<file path="src/rtl/core/mu7_pkg.sv">
// Shared types, constants and helper functions for the modified UTF-7 decoder.
package mu7_pkg;

    localparam int unsigned MU7_QUEUE_DEPTH = 4;

    localparam logic [7:0] CH_AMP  = 8'h26;
    localparam logic [7:0] CH_DASH = 8'h2d;

    typedef enum logic [1:0] {
        MODE_DIRECT = 2'd0,
        MODE_AMP    = 2'd1,
        MODE_RUN    = 2'd2,
        MODE_SKIP   = 2'd3
    } mode_t;

    typedef enum logic [1:0] {
        DIG_VAL  = 2'd0,
        DIG_WS   = 2'd1,
        DIG_BAD  = 2'd2
    } dig_kind_t;

    typedef struct packed {
        dig_kind_t  kind;
        logic [5:0] value;
    } dig_t;

    // One queued command: up to three result words from one input word
    typedef struct packed {
        logic [1:0]      last_idx;
        logic [2:0][7:0] bytes;
        logic            byte_valid;
        logic            error;
        logic            last;
    } cmd_t;

    function automatic dig_t digit_of(input logic [7:0] c);
        dig_t d;
        d.kind  = DIG_VAL;
        d.value = 6'd0;
        if (c inside {[8'h41:8'h5a]}) begin
            d.value = 6'(c - 8'h41);
        end
        else if (c inside {[8'h61:8'h7a]}) begin
            d.value = 6'(c - 8'h61 + 8'd26);
        end
        else if (c inside {[8'h30:8'h39]}) begin
            d.value = 6'(c - 8'h30 + 8'd52);
        end
        else if (c == 8'h2b) begin
            d.value = 6'd62;
        end
        else if (c == 8'h2c) begin
            d.value = 6'd63;
        end
        else if (c inside {8'h09, 8'h0a, 8'h0d, 8'h20}) begin
            d.kind = DIG_WS;
        end
        else begin
            d.kind = DIG_BAD;
        end
        return d;
    endfunction

endpackage

</file>
<file path="src/rtl/core/mu7_front.sv">
// Front end: takes input words, tracks run state and builds result commands.
module mu7_front
(
    input  logic          clk,
    input  logic          rst_n,
    input  logic          in_valid,
    output logic          in_ready,
    input  logic [7:0]    char_code,
    input  logic          last,
    input  logic          full,
    output logic          push,
    output mu7_pkg::cmd_t push_cmd
);
    import mu7_pkg::*;

    mode_t       mode_reg, mode_next;
    logic [14:0] acc_reg, acc_next;
    logic [3:0]  cnt_reg, cnt_next;

    dig_t        dig;
    logic [20:0] v;
    logic [4:0]  cnt6;
    logic        emit;
    logic [3:0]  nc;
    logic [15:0] unit;
    logic [20:0] keep_mask;
    logic        accept;

    assign in_ready = !full;
    assign accept   = in_valid && !full;

    assign dig       = digit_of(char_code);
    assign v         = {acc_reg, dig.value};
    assign cnt6      = {1'b0, cnt_reg} + 5'd6;
    assign emit      = cnt6 >= 5'd16;
    assign nc        = cnt6[3:0];
    assign unit      = 16'(v >> nc);
    assign keep_mask = (21'd1 << nc) - 21'd1;

    always_comb
    begin
        logic [2:0] nres;
        logic       run;
        mode_next = mode_reg;
        acc_next  = acc_reg;
        cnt_next  = cnt_reg;
        nres      = 3'd0;
        run       = 1'b0;
        push_cmd  = '0;
        push_cmd.byte_valid = 1'b1;
        case (mode_reg)
            MODE_DIRECT:
            begin
                if (char_code == CH_AMP && !last) begin
                    mode_next = MODE_AMP;
                    acc_next  = '0;
                    cnt_next  = '0;
                end
                else begin
                    push_cmd.bytes[0] = char_code;
                    nres = 3'd1;
                end
            end
            MODE_AMP:
            begin
                if (char_code == CH_DASH) begin
                    push_cmd.bytes[0] = CH_AMP;
                    nres = 3'd1;
                    mode_next = MODE_DIRECT;
                end
                else begin
                    mode_next = MODE_RUN;
                    run = 1'b1;
                end
            end
            MODE_RUN:
            begin
                if (char_code == CH_DASH) begin
                    mode_next = MODE_DIRECT;
                    acc_next  = '0;
                    cnt_next  = '0;
                end
                else begin
                    run = 1'b1;
                end
            end
            default:
            begin
            end
        endcase

        if (run) begin
            case (dig.kind)
                DIG_BAD:
                begin
                    push_cmd.byte_valid = 1'b0;
                    push_cmd.error      = 1'b1;
                    nres      = 3'd1;
                    mode_next = MODE_SKIP;
                    acc_next  = '0;
                    cnt_next  = '0;
                end
                DIG_VAL:
                begin
                    if (emit) begin
                        cnt_next = nc;
                        acc_next = 15'(v & keep_mask);
                        if (unit <= 16'h007f) begin
                            push_cmd.bytes[0] = unit[7:0];
                            nres = 3'd1;
                        end
                        else if (unit <= 16'h07ff) begin
                            push_cmd.bytes[0] = 8'hc0 | {3'd0, unit[10:6]};
                            push_cmd.bytes[1] = 8'h80 | {2'd0, unit[5:0]};
                            nres = 3'd2;
                        end
                        else begin
                            push_cmd.bytes[0] = 8'he0 | {4'd0, unit[15:12]};
                            push_cmd.bytes[1] = 8'h80 | {2'd0, unit[11:6]};
                            push_cmd.bytes[2] = 8'h80 | {2'd0, unit[5:0]};
                            nres = 3'd3;
                        end
                    end
                    else begin
                        cnt_next = nc;
                        acc_next = v[14:0];
                    end
                end
                default:
                begin
                end
            endcase
        end

        if (last) begin
            if (nres == 3'd0) begin
                push_cmd.byte_valid = 1'b0;
                push_cmd.error      = 1'b0;
                nres = 3'd1;
            end
            mode_next = MODE_DIRECT;
            acc_next  = '0;
            cnt_next  = '0;
        end

        push_cmd.last     = last;
        push_cmd.last_idx = 2'(nres - 3'd1);
        push = accept && (nres != 3'd0);
    end

    always_ff @(posedge clk or negedge rst_n)
    begin
        if (!rst_n) begin
            mode_reg <= MODE_DIRECT;
            acc_reg  <= '0;
            cnt_reg  <= '0;
        end
        else if (accept) begin
            mode_reg <= mode_next;
            acc_reg  <= acc_next;
            cnt_reg  <= cnt_next;
        end
    end

endmodule

</file>
<file path="src/rtl/core/mu7_queue.sv">
// Short command queue between the front and back ends.
module mu7_queue
#(
    parameter int unsigned DEPTH = mu7_pkg::MU7_QUEUE_DEPTH
)
(
    input  logic          clk,
    input  logic          rst_n,
    input  logic          push,
    input  mu7_pkg::cmd_t push_cmd,
    output logic          full,
    input  logic          pop,
    output logic          head_valid,
    output mu7_pkg::cmd_t head_cmd
);
    import mu7_pkg::*;

    localparam int unsigned PW = (DEPTH > 1) ? $clog2(DEPTH) : 1;
    localparam int unsigned CW = $clog2(DEPTH + 1);

    cmd_t          mem_reg [DEPTH];
    logic [PW-1:0] wr_ptr_reg, wr_ptr_next;
    logic [PW-1:0] rd_ptr_reg, rd_ptr_next;
    logic [CW-1:0] count_reg, count_next;

    assign full       = count_reg == CW'(DEPTH);
    assign head_valid = count_reg != '0;
    assign head_cmd   = mem_reg[rd_ptr_reg];

    always_comb
    begin
        wr_ptr_next = wr_ptr_reg;
        rd_ptr_next = rd_ptr_reg;
        count_next  = count_reg;
        if (push) begin
            wr_ptr_next = (wr_ptr_reg == PW'(DEPTH - 1)) ? '0 : wr_ptr_reg + 1'b1;
        end
        if (pop) begin
            rd_ptr_next = (rd_ptr_reg == PW'(DEPTH - 1)) ? '0 : rd_ptr_reg + 1'b1;
        end
        if (push && !pop) begin
            count_next = count_reg + 1'b1;
        end
        else if (pop && !push) begin
            count_next = count_reg - 1'b1;
        end
    end

    always_ff @(posedge clk or negedge rst_n)
    begin
        if (!rst_n) begin
            wr_ptr_reg <= '0;
            rd_ptr_reg <= '0;
            count_reg  <= '0;
        end
        else begin
            wr_ptr_reg <= wr_ptr_next;
            rd_ptr_reg <= rd_ptr_next;
            count_reg  <= count_next;
        end
    end

    always_ff @(posedge clk)
    begin
        if (push) begin
            mem_reg[wr_ptr_reg] <= push_cmd;
        end
    end

endmodule

</file>
<file path="src/rtl/core/mu7_back.sv">
// Back end: unpacks queued commands into result words behind an output register.
module mu7_back
(
    input  logic          clk,
    input  logic          rst_n,
    input  logic          head_valid,
    input  mu7_pkg::cmd_t head_cmd,
    output logic          pop,
    output logic          out_valid,
    input  logic          out_ready,
    output logic [7:0]    out_byte,
    output logic [2:0]    out_flags,
    output logic          out_end
);
    import mu7_pkg::*;

    logic [1:0] idx_reg, idx_next;
    logic       valid_reg, valid_next;
    logic [7:0] byte_reg;
    logic [2:0] flags_reg;
    logic       end_reg;
    logic       load;
    logic       final_word;

    assign load       = head_valid && (!valid_reg || out_ready);
    assign final_word = idx_reg == head_cmd.last_idx;
    assign pop        = load && final_word;

    always_comb
    begin
        idx_next   = idx_reg;
        valid_next = valid_reg;
        if (load) begin
            idx_next   = final_word ? 2'd0 : idx_reg + 2'd1;
            valid_next = 1'b1;
        end
        else if (out_ready) begin
            valid_next = 1'b0;
        end
    end

    always_ff @(posedge clk or negedge rst_n)
    begin
        if (!rst_n) begin
            idx_reg   <= '0;
            valid_reg <= 1'b0;
        end
        else begin
            idx_reg   <= idx_next;
            valid_reg <= valid_next;
        end
    end

    always_ff @(posedge clk)
    begin
        if (load) begin
            byte_reg  <= head_cmd.byte_valid ? head_cmd.bytes[idx_reg] : 8'd0;
            flags_reg <= {final_word, head_cmd.error, head_cmd.byte_valid};
            end_reg   <= final_word && head_cmd.last;
        end
    end

    assign out_valid = valid_reg;
    assign out_byte  = byte_reg;
    assign out_flags = flags_reg;
    assign out_end   = end_reg;

endmodule

</file>
<file path="src/rtl/core/modified_utf7_to_utf8_decoder.sv">
// Top level of the modified UTF-7 (IMAP folder name) to UTF-8 decoder.
//
// Input stream: one encoded byte per word on s_axis_tdata, s_axis_tlast marks
// the final byte of a name. Output stream: one result word per transfer, the
// UTF-8 byte on m_axis_tdata, flags on m_axis_tuser, m_axis_tlast on the final
// result of the name.
// An input word gives up to three result words; a run byte that completes
// no code unit, whitespace, an opening '&' and a run-closing '-' give none
// unless it is the last byte, which always yields at least a marker word.
// A result passes through the command queue and then the output register.
// Throughput: one input word per cycle into the front end while the queue is
// not full, one result word per cycle out of the back end while the receiver
// is ready; the back end sends the bytes of a command one by one, and the
// command queue (QUEUE_DEPTH entries) absorbs the difference.
// Reset clears run state, the queue and the output valid flag.
// When the receiver stalls, the output register holds its word, the queue
// fills and s_axis_tready drops once the queue is full.
module modified_utf7_to_utf8_decoder
#(
    parameter int unsigned QUEUE_DEPTH = mu7_pkg::MU7_QUEUE_DEPTH
)
(
    input  logic       clk,
    input  logic       rst_n,
    input  logic       s_axis_tvalid,
    output logic       s_axis_tready,
    input  logic [7:0] s_axis_tdata,   // [7:0] char_code
    input  logic       s_axis_tlast,
    output logic       m_axis_tvalid,
    input  logic       m_axis_tready,
    output logic [7:0] m_axis_tdata,   // [7:0] out_byte
    output logic [2:0] m_axis_tuser,   // [0] byte_valid, [1] error, [2] run_last
    output logic       m_axis_tlast
);
    import mu7_pkg::*;

    logic full;
    logic push;
    cmd_t push_cmd;
    logic pop;
    logic head_valid;
    cmd_t head_cmd;

    mu7_front u_front
    (
        .clk       (clk),
        .rst_n     (rst_n),
        .in_valid  (s_axis_tvalid),
        .in_ready  (s_axis_tready),
        .char_code (s_axis_tdata),
        .last      (s_axis_tlast),
        .full      (full),
        .push      (push),
        .push_cmd  (push_cmd)
    );

    mu7_queue
    #(
        .DEPTH (QUEUE_DEPTH)
    )
    u_queue
    (
        .clk        (clk),
        .rst_n      (rst_n),
        .push       (push),
        .push_cmd   (push_cmd),
        .full       (full),
        .pop        (pop),
        .head_valid (head_valid),
        .head_cmd   (head_cmd)
    );

    mu7_back u_back
    (
        .clk        (clk),
        .rst_n      (rst_n),
        .head_valid (head_valid),
        .head_cmd   (head_cmd),
        .pop        (pop),
        .out_valid  (m_axis_tvalid),
        .out_ready  (m_axis_tready),
        .out_byte   (m_axis_tdata),
        .out_flags  (m_axis_tuser),
        .out_end    (m_axis_tlast)
    );

endmodule

</file>
<file path="config.mk">
export PLATFORM = sky130hd
export DESIGN_NAME = modified_utf7_to_utf8_decoder
export DESIGN_NICKNAME = d
export VERILOG_FILES = /design/src/rtl/core/mu7_pkg.sv /design/src/rtl/core/mu7_front.sv /design/src/rtl/core/mu7_queue.sv /design/src/rtl/core/mu7_back.sv /design/src/rtl/core/modified_utf7_to_utf8_decoder.sv
export SDC_FILE = /design/constraint.sdc
export NUM_CORES = 1
export LEC_CHECK = 0
export BUFFER_PORTS_ARGS = -buffer_cell sky130_fd_sc_hd__buf_2
export CAP_MARGIN = 20
export CORE_AREA = 5 5 160 162
export CTS_BUF_LIST = sky130_fd_sc_hd__clkbuf_2 sky130_fd_sc_hd__clkbuf_4 sky130_fd_sc_hd__clkbuf_8
export DETAILED_ROUTE_END_ITERATION = 6
export DIE_AREA = 0 0 165 167
export PLACE_DENSITY_LB_ADDON = 0.08
export REMOVE_ABC_BUFFERS = 1
export SYNTH_ARGS = -nofsm -noshare
export SYNTH_HDL_FRONTEND = slang
export SYNTH_SLANG_ARGS = --single-unit
</file>
<file path="constraint.sdc">
create_clock -name clk -period 5.26 [get_ports clk]
set_clock_uncertainty 0.1 [all_clocks]
set_input_delay 0 -clock clk [delete_from_list [all_inputs] [get_ports clk]]
set_output_delay 0 -clock clk [all_outputs]
set_load 0.03 [all_outputs]
</file>
== After elaboration in Yosys (flattened, before gate mapping) ==
Memories as Yosys holds them, arrays and structs flattened.
Index checks and enable logic that the tools add are counted.
Storage, ports and cells
  output and inout bits: 14
  input port bits: 13
  RAM bits: 116
  memories kept: 1
  word-level logic and storage cells: 146
  register bits after elaboration: 43
Cells by class
  shifts and indexed selects: 2
  multiplexer cells: 67
  reduce and logical (&&, ||, !) cells: 26
  $lt $le $gt $ge: 10
  bitwise operators: 1
  equality and inequality tests: 15
  add/subtract/negate cells: 13
Memory list
  u_queue.mem_reg: words 4, bits a word 29, read ports 1, clocked after memory_dff 0, write ports 1, line mu7_queue.sv:21  | cmd_t mem_reg [DEPTH];
Operator list (number)
  15-bit 2-to-1 mux: 5
  15-bit one-hot mux with 2 select lines: 2
  24-bit 2-to-1 mux: 2
  8-bit by 6-bit == test with 1-bit output, second input constant: 5
  2-bit 2-to-1 mux: 18
  6-bit 2-to-1 mux: 6
  8-bit 2-to-1 mux: 4
  26-bit 2-to-1 mux: 1
  8-bit by 4-bit == test with 1-bit output, second input constant: 3
  3-bit 2-to-1 mux: 7
  21-bit by 4-bit >> shifter with 16-bit output: 1
  8-bit binary-select mux with 2-bit select: 1
  8-bit by 7-bit >= comparator with 1-bit output, second input constant: 2
  16-bit by 11-bit less-or-equal comparator with 1-bit output, second input constant: 1
  16-bit by 7-bit less-or-equal comparator with 1-bit output, second input constant: 1
  8-bit by 7-bit less-or-equal comparator with 1-bit output, second input constant: 2
  16-bit 2-to-1 mux: 1
  4-bit 2-to-1 mux: 4
  4-bit one-hot mux with 2 select lines: 2
  8-bit one-hot mux with 2 select lines: 1
  15-bit AND: 1
  1-bit by 4-bit left shift with 15-bit output, first input constant: 1
  15-bit by 1-bit subtractor with 15-bit output, second input constant: 1
  14-bit 2-to-1 mux: 1
  other kinds (29): 61

== Depth between registers and ports, before layout ==
Gate-level depths: netlist of run 1.
  depth after elaboration: 22
  mapped depth: 21
  depth with buffers taken out: 18

== Cells and area by module ==
Synthesis of run 1 repeated with hierarchy kept, for this count alone.
Second synthesis, totals
  cells, all modules: 727
  area, all modules: 8993.6 um2
Modules (own cells, without submodules)
  mu7_queue: area an instance 4601.9 um2, cells an instance 188, times used 1, sequential area each 3658.5 um2
  mu7_front: area an instance 3575.9 um2, cells an instance 473, times used 1, sequential area each 525.5 um2
  mu7_back: area an instance 815.8 um2, cells an instance 66, times used 1, sequential area each 435.4 um2

== Worst setup path before layout of run 1 ==
OpenSTA, ideal clock, no wires.
  path type: flip-flop to flip-flop
  start: register u_front.cnt_reg[1]
  end: memory u_queue.mem_reg[3][0] in the netlist's numbering, enable pin
  stages on the path, launching flop included: 15
  buffers on the path: 2
  arrival time: 4.198 ns
  data required time: 4.774 ns
  period minus slack after synthesis: 4.685 ns
  setup time: 0.386 ns
  setup slack: 0.575 ns
  path through: dfrtp_1 > clkbuf_2 > buf_4 > clkinv_1 > ha_1 > mux4_2 > mux2_2 > or3_1 > a211oi_4 > a21oi_2 > inv_2 > a21oi_1 > ha_1 > nor2_1 > and2_1
Between the ends
  cells in the longest elaborated chain, start to end: 15
  elaborated cells on any way between the ends: 17
  classes of those cells: 1 x add/sub; 3 x order compare; 1 x shift; 9 x mux; 3 x reduce/logical
RTL lines
  from (decl): line mu7_front.sv:18  | logic [3:0] cnt_reg, cnt_next;
  from (signal assigned): line mu7_front.sv:161  | cnt_reg <= cnt_next;
  4-bit by 3-bit adder with 5-bit output *: line mu7_front.sv:34  | assign cnt6 = {1'b0, cnt_reg} + 5'd6;
  21-bit by 4-bit >> shifter with 16-bit output: line mu7_front.sv:37  | assign unit = 16'(v >> nc);
  16-bit by 11-bit less-or-equal comparator with 1-bit output: line mu7_front.sv:112  | else if (unit <= 16'h07ff) begin
  1-bit 2-to-1 mux: line mu7_front.sv:112
  3-bit 2-to-1 mux: line mu7_front.sv:108  | if (unit <= 16'h007f) begin
  3-bit 2-to-1 mux *: line mu7_front.sv:105  | if (emit) begin
  3-bit one-hot mux with 2 select lines *: line mu7_front.sv:93  | case (dig.kind)
  3-bit 2-to-1 mux *: line mu7_front.sv:92  | if (run) begin
  3-bit logical NOT: line mu7_front.sv:136  | if (nres == 3'd0) begin
  3-bit 2-to-1 mux: line mu7_front.sv:136
  3-bit 2-to-1 mux *: line mu7_front.sv:135  | if (last) begin
  3-bit nonzero test *: line mu7_front.sv:148  | push = accept && (nres != 3'd0);
  1-bit logical AND *: line mu7_front.sv:148
  via push: line modified_utf7_to_utf8_decoder.sv:38  | logic push;
  1-bit 2-to-1 mux *: line mu7_queue.sv:65  | if (push) begin
  1-bit 2-to-1 mux (implied by the code) *: line mu7_queue.sv:66  | mem_reg[wr_ptr_reg] <= push_cmd;
  to (decl): line mu7_queue.sv:21
The timed path passes the listed nets; every way through them passes the cells marked *.

== Worst setup path after layout of run 1 ==
  start: register u_front.cnt_reg[0]
  end: register u_queue.count_reg[2]
Between the ends
  cells in the longest elaborated chain, start to end: 16
  elaborated cells on any way between the ends: 20
  classes of those cells: 1 x add/sub; 3 x order compare; 1 x shift; 8 x mux; 7 x reduce/logical
RTL lines
  4-bit by 3-bit adder with 5-bit output *: line mu7_front.sv:34
  21-bit by 4-bit >> shifter with 16-bit output: line mu7_front.sv:37
  16-bit by 11-bit less-or-equal comparator with 1-bit output: line mu7_front.sv:112
  1-bit 2-to-1 mux: line mu7_front.sv:112
  3-bit 2-to-1 mux: line mu7_front.sv:108
  3-bit 2-to-1 mux *: line mu7_front.sv:105
  3-bit one-hot mux with 2 select lines *: line mu7_front.sv:93
  3-bit 2-to-1 mux *: line mu7_front.sv:92
  3-bit logical NOT: line mu7_front.sv:136
  3-bit 2-to-1 mux: line mu7_front.sv:136
  3-bit 2-to-1 mux *: line mu7_front.sv:135
  3-bit nonzero test *: line mu7_front.sv:148
  1-bit logical AND *: line mu7_front.sv:148
  via push: line modified_utf7_to_utf8_decoder.sv:38
  1-bit logical NOT: line mu7_queue.sv:44  | else if (pop && !push) begin
  1-bit logical AND: line mu7_queue.sv:44
  2-bit nonzero test (no line)
  to (signal assigned): line mu7_queue.sv:59  | count_reg <= count_next;
  to (decl): line mu7_queue.sv:24  | logic [CW-1:0] count_reg, count_next;
Marked as above.
A chain may end at the register's enable or synchronous reset.

==> flow_summary.toml, run 1 <==
[outcome]
status = "complete, no violations"

[die]
die-width_um = 165
ios = 27
die_area_mm2 = 0.0276
core_area_mm2 = 0.0240
row_count = 57
start_util_pct = 34.6
die_y_um = 167

[sta]
tns_ns = 0
fmax_ghz = 0.210
worst_slew_pin_slew_ns = 0.866
finalSetupViolations = 0
finalCritPeriodShare_pct = 90.5
max_slew_margin_pct = 42.3
maxSlewViolCount = 0
hold_viol = 0
fin_crit_ns = 4.76
fin_ws_ns = 0.502
rsz0062_at_grt = "false"

[min_path]
min_from = "s_axis_tdata[6]"
hold_depth = 2
hold_class = "in2reg"
hold_path_end = "u_queue.mem_reg[1][9]"

[pwr]
p_leak_uw = 0.00333
p_sw_share_pct = 39.9
p_clk_share_pct = 18.2
p_sw_uw = 1850
p_per_area_mw_per_mm2 = 499
comb_power_share_pct = 42.0
vdd_drop_max_uv = 197
internal_power_uw = 2780
power_frac_seq_pct = 39.8

[cells_and_area]
nNetsFinal = 747
syn_to_final_growth_pct = 11.6
final_core_util_pct = 38.6
diodes = 0
postLayoutCellArea_mm2 = 0.00926
drive_gt1_share_pct = 20.6
largest_register_ffs = 108
fill_cells = 2339

[cts]
cts_tree = "yes"
htreeDepth = 4
root_buffer = "clkbuf_8"
cts.reportedPaths.clkPinSlew_ns = 0.10
numCtsBuffers = 17
clk_path_buf_depth = 2
insertion_delay_ns = 0.44
clock_sinks = 151

[placement]
dp_hpwl_mm = 15.7
place_congestion = 0.897
port_buffers = 26
dp_slack_ns = 0.463
placed_cell_area_mm2 = 0.00885

[worst_setup_path]
reg2regPathDepth = 16
start_kind = "register"
critPathRequiredTime_ns = 5.52
rr_startpoint = "u_front.cnt_reg[0]"
cp_slowest_cell = "dfrtp_1"
rrSetupSlack_ns = 0.50
r2r-end = "u_queue.count_reg[2]"
worstSetupEndpointType = "register"
critical_path_class = "reg2reg"
path_delay_family = "simple AND/OR/NAND/NOR gates"
worstPathArrival_ns = 5.02
critical_path.cell_chain = "buf_4 -> mux4_2 -> nand3_1 -> o221a_2 -> nor4bb_1 -> a21oi_2 -> inv_2 -> a21oi_1 -> ha_1 -> nor2_1 -> ha_1 -> inv_1 -> fa_1 -> xor2_1 -> nor2_1 -> xor2_1"
path_max_fanout = 14
critPathBufInv = 3
slowest_delay_ns = 0.72

[grt]
grt_start_max_net_pins = 41
grt_pass1_vias = 5924
grt_overflow_total = 0
grt_pass1_wl_mm = 35.0
grt_use_total_pct = 16.5
antenna_found_initial = 0

[synthesis]
ys_top_cells_by_area = "edfxtp_1 (43%), mux4_2 (10%), dfrtp_1 (9.3%), ha_1 (3.3%), nand2_1 (2.8%)"
ys_warn_count = 0
synth-edff-count = 120
syn_avg_cell_area_um2 = 12.3
netlist_area_mm2 = 0.00830
ys.flop_type = "edfxtp_1"
ys_types = 71
syn_inst = 677
synth.top_cell.area_share_pct = 43.4
ys_ff_latch = 151
synth_seq_area_share_pct = 52.8
async_reset_ff_share_pct = 20.5
synth_top_cell_by_area = "edfxtp_1"

[drt]
wl_per_cell_um = 21.3
route.detailed.drc = 0
drtAntennaViolNets = 0
wl_mm = 22.3
drt_pass1_iterations = 4
via_per_inst = 5.57
drt_iter0_drc = 378
vias = 5834

[job]
cap_violations = 0
## power by group through the flow
| stage | combinational, uW | clock [uW] | sequential [uW] |
|---|---|---|---|
| 6_report | 1940 | 839 | 1840 |
| 5_1_grt | 2130 | 926 | 1880 |
| 4_1_cts | 1970 | 872 | 1850 |
| 3_5_place_dp | 1960 | 0 | 1880 |
| 3_3_place_gp | 1950 | 0 | 1870 |
| 2_1_floorplan | 1210 | 0 | 1960 |
## per-layer routing
metal  GRT usage [%]  wire (um)  vias to the layer above
met4            4.20        250                        0
met5               0          0                        -
li1                -          -                     2704
met3            2.55        662                       17
met1            22.6      10300                     2994
met2            27.4      11100                      119
## repair_timing
action / in CTS / in global routing
hold endpoints to repair: 39 / 0
hold buffers: 4 / 0
buffers inserted: 0 / 0
resized for setup: 0 / 0
## final cells by class
class	count	area, um2	share of cell area, %
clock buffer	18	241	2.61
clock inverter	14	126	1.36
inverter	33	124	1.34
multi-input combinational	453	3620	39.1
sequential	151	4380	47.3
tap	324	405	4.38
timing repair buffer	55	358	3.86
## logic make-up (layout without fill, tap and decap cells)
kind of cell	after synthesis	after routing	synth area share [%]
AOI/OAI and AO/OA	178	178	15.0
buffers and inverters	73	120	3.54
muxes	63	63	13.5
and+or+nand+nor	179	179	10.5
adders and majority gates	23	23	3.56
DFF	151	151	52.8
xor gates and xnor gates	10	10	1.15
## per-stage QoR
step / hold slack, ns / power (uW) / instances
floorplan: -0.396 / 3180 / 637
global placement: 0.0508 / 3820 / 1012
detailed placement: 0.0635 / 3840 / 1012
CTS: 0.0280 / 4690 / 1048
global route: 0.0474 / 4940 / 1048
finish: 0.0698 / 4620 / 1048
## placed cells by master, fill, tap and decap left out, drive strengths merged, types with 6 or more instances in the layout
cell / synthesis / final
edfxtp: 120 / 120
nand2: 63 / 63
buf: 16 / 51
inv: 31 / 40
mux4: 38 / 38
a21oi: 36 / 36
o21ai: 34 / 34
nor2: 31 / 31
dfrtp: 31 / 31
ha: 22 / 22
clkbuf: 24 / 18
and2: 17 / 17
a31oi: 16 / 16
nand3: 15 / 15
mux2i: 14 / 14
nor3: 14 / 14
mux2: 11 / 11
a32o: 11 / 11
o22ai: 10 / 10
o211ai: 8 / 8
a22oi: 7 / 7
nor2b: 7 / 7
nand2b: 7 / 7
a21o: 6 / 6
and3: 6 / 6
xor2: 6 / 6
## synth_stat cells (5+ instances only)
cell / n
buf_1: 7
a21oi_1: 35
a22oi_1: 7
nor2_1: 31
o22ai_1: 10
buf_2: 6
nand2_1: 63
mux2i_1: 14
and3_1: 6
o21ai_0: 30
o211ai_1: 8
clkbuf_1: 23
dfrtp_1: 31
a32o_1: 11
nand2b_1: 7
edfxtp_1: 120
mux2_2: 11
nor3_1: 14
and2_1: 17
a31oi_1: 16
a21o_1: 6
o21a_1: 5
xor2_1: 5
nor2b_1: 7
nand3_1: 15
o31ai_1: 5
inv_1: 29
mux4_2: 38
ha_1: 22
## worst max-delay path by stage
stage               depth (start not counted)               start                    end
finish                                     16  u_front.cnt_reg[0]   u_queue.count_reg[2]
global route                               16  u_front.cnt_reg[0]   u_queue.count_reg[2]
CTS                                        16  u_front.cnt_reg[0]   u_queue.count_reg[2]
detailed placement                         16  u_front.cnt_reg[0]   u_queue.count_reg[2]
global placement                           16  u_front.cnt_reg[0]   u_queue.count_reg[2]
floorplan                                  12  u_front.cnt_reg[1]  u_queue.mem_reg[3][0]
(Power assumes the default switching activity.)
==> run 2, diff against run 1 <==
==> constraint.sdc (replaced) <==
create_clock -name clk -period 5.3 [get_ports clk]
set_clock_uncertainty 0.1 [all_clocks]
set_input_delay 1.06 -clock clk [delete_from_list [all_inputs] [get_ports clk]]
set_output_delay 1.06 -clock clk [all_outputs]
set_load 0.03 [all_outputs]
==> flow_summary.toml, run 2 (synthesis results as in run 1) <==
[worst_setup_path]
cp_slowest_cell = "xor2_2"
rrSetupSlack_ns = 0.68
worstPathArrival_ns = 4.90
critPathRequiredTime_ns = 5.58
start_kind = "register"
path_max_fanout = 15
cp-startpoint = "u_front.cnt_reg[1]"
slowest_delay_ns = 0.51
critical_path.cell_chain = "clkinv_1 -> buf_4 -> ha_1 -> xor2_2 -> buf_4 -> mux2i_1 -> a22oi_1 -> nor4bb_1 -> buf_4 -> a21oi_2 -> inv_2 -> a21oi_1 -> ha_1 -> nor2_1 -> ha_1 -> inv_1 -> fa_1 -> xor2_1 -> nor2_1 -> xor2_1"
worstSetupEndpointType = "register"
rr_startpoint = "u_front.cnt_reg[1]"
critical_path_class = "reg2reg"

[sta]
fin_crit_ns = 4.62
finalSetupViolations = 0
maxSlewViolCount = 0
hold_viol = 0
worst_slew_pin_slew_ns = 0.841
max_slew_margin_pct = 43.9
finalCritPeriodShare_pct = 87.2
rsz0062_at_grt = "false"
whs_ns = 0.400
fmax_ghz = 0.216
fin_ws_ns = 0.680
tns_ns = 0

[drt]
route.detailed.drc = 0
wl_per_cell_um = 21.3
drt_pass1_iterations = 7
vias = 5811
via_per_inst = 5.54
wl_mm = 22.3
top_layer_used = "met4"
drtAntennaViolNets = 0
wl_met1_mm = 9.98
drt_iter0_drc = 438
wl_met3_um = 746
dr_wl_met2_mm = 11.1

[placement]
dp_hpwl_mm = 15.4
port_buffers = 26
dp_slack_ns = 0.445
place_congestion = 0.828

[cts]
hold_buffers = 0
insertion_delay_ns = 0.45
cts_tree = "yes"
cts_resized = 0
root_buffer = "clkbuf_8"
clk_path_buf_depth = 2
clock_sinks = 151
cts.reportedPaths.clkPinSlew_ns = 0.10
numCtsBuffers = 17
post_cts.repair.setup_buffers = 0
htreeDepth = 4

[cells_and_area]
final_core_util_pct = 38.9
diodes = 0
drive_gt1_share_pct = 21.0
nNetsFinal = 747
mostFrequentLayoutCell = "edfxtp_1"
syn_to_final_growth_pct = 12.3
layout.cells.most_common_list = "edfxtp_1 (120), nand2_1 (63), mux4_2 (38)"
largest_register_ffs = 108

[pwr]
total_power_uw = 4680
vdd_drop_max_uv = 172
p_per_area_mw_per_mm2 = 502
p_leak_uw = 0.00336

[min_path]
hold_class = "reg2reg"
min_from = "u_queue.count_reg[2]"

[die]
die_y_um = 167
die_area_mm2 = 0.0276
row_count = 57
start_util_pct = 34.6
core_area_mm2 = 0.0240
die-width_um = 165
ios = 27

[grt]
grt_overflow_total = 0
grt_start_max_net_pins = 41
grt_pass1_wl_mm = 34.9
antenna_found_initial = 0
grt_use_total_pct = 16.6
grt_pass1_vias = 5884

[job]
cap_violations = 0

[outcome]
status = "complete, no violations"
-- run 2: changes by cell type in the layout (fill, tap and decap cells not counted) --
cell / before / now
clkinvlp_4: 3 / 2
inv_8: 3 / 1
dlygate4sd3_1: 4 / 0
clkinv_1: 2 / 3
bufinv_16: 0 / 2
buf_12: 0 / 3
buf_4: 25 / 26
-- run 2: worst max-delay path, delay by kind of cell, from the launching register on --
family / cells / cell delay, ns
buf+inv: 6 / 0.97
xor+xnor: 3 / 0.82
compound gates: 3 / 0.37
flops: 1 / 0.39
fa+ha+maj: 4 / 1.04
mux: 1 / 0.26
simple gates: 3 / 0.59
-- run 2: metrics by stage --
stage	cells	instance area [um2]
4_1_cts	1048	9320
3_5_place_dp	1016	8920
5_1_grt	1048	9320
2_1_floorplan	637	8130
3_3_place_gp	1016	8920
6_report	1048	9320
-- run 2: routing by layer --
metal  up-vias  global-route usage, %
li1       2702                      -
met1      2920                   22.2
met3        33                   3.11
met2       156                   27.3
met4         0                   5.06
met5         -                      0
-- run 2: area by class of cell --
cell class	instances	area [um2]
Timing Repair Buffer	55	385
Tap cell	324	405
Multi-Input combinational cell	453	3620
Clock buffer	18	241
Sequential cell	151	4380
Inverter	33	124
Clock inverter	14	160
Fill cell	2357	14600
-- run 2: final timing paths --
check / end / cells after the start
min reg2reg: u_queue.count_reg[2] / 1
min in group asynchronous: u_queue.wr_ptr_reg[0] / 1
min: u_queue.count_reg[2] / 1
max reg2reg: u_queue.count_reg[2] / 20
max: u_queue.count_reg[2] / 20
max in group asynchronous: u_queue.rd_ptr_reg[0] / 1
-- run 2: power breakdown --
group          internal, uW  switching [uW]  total, uW
Sequential             1640             168       1810
Combinational           780            1180       1960
Clock                   436             464        900
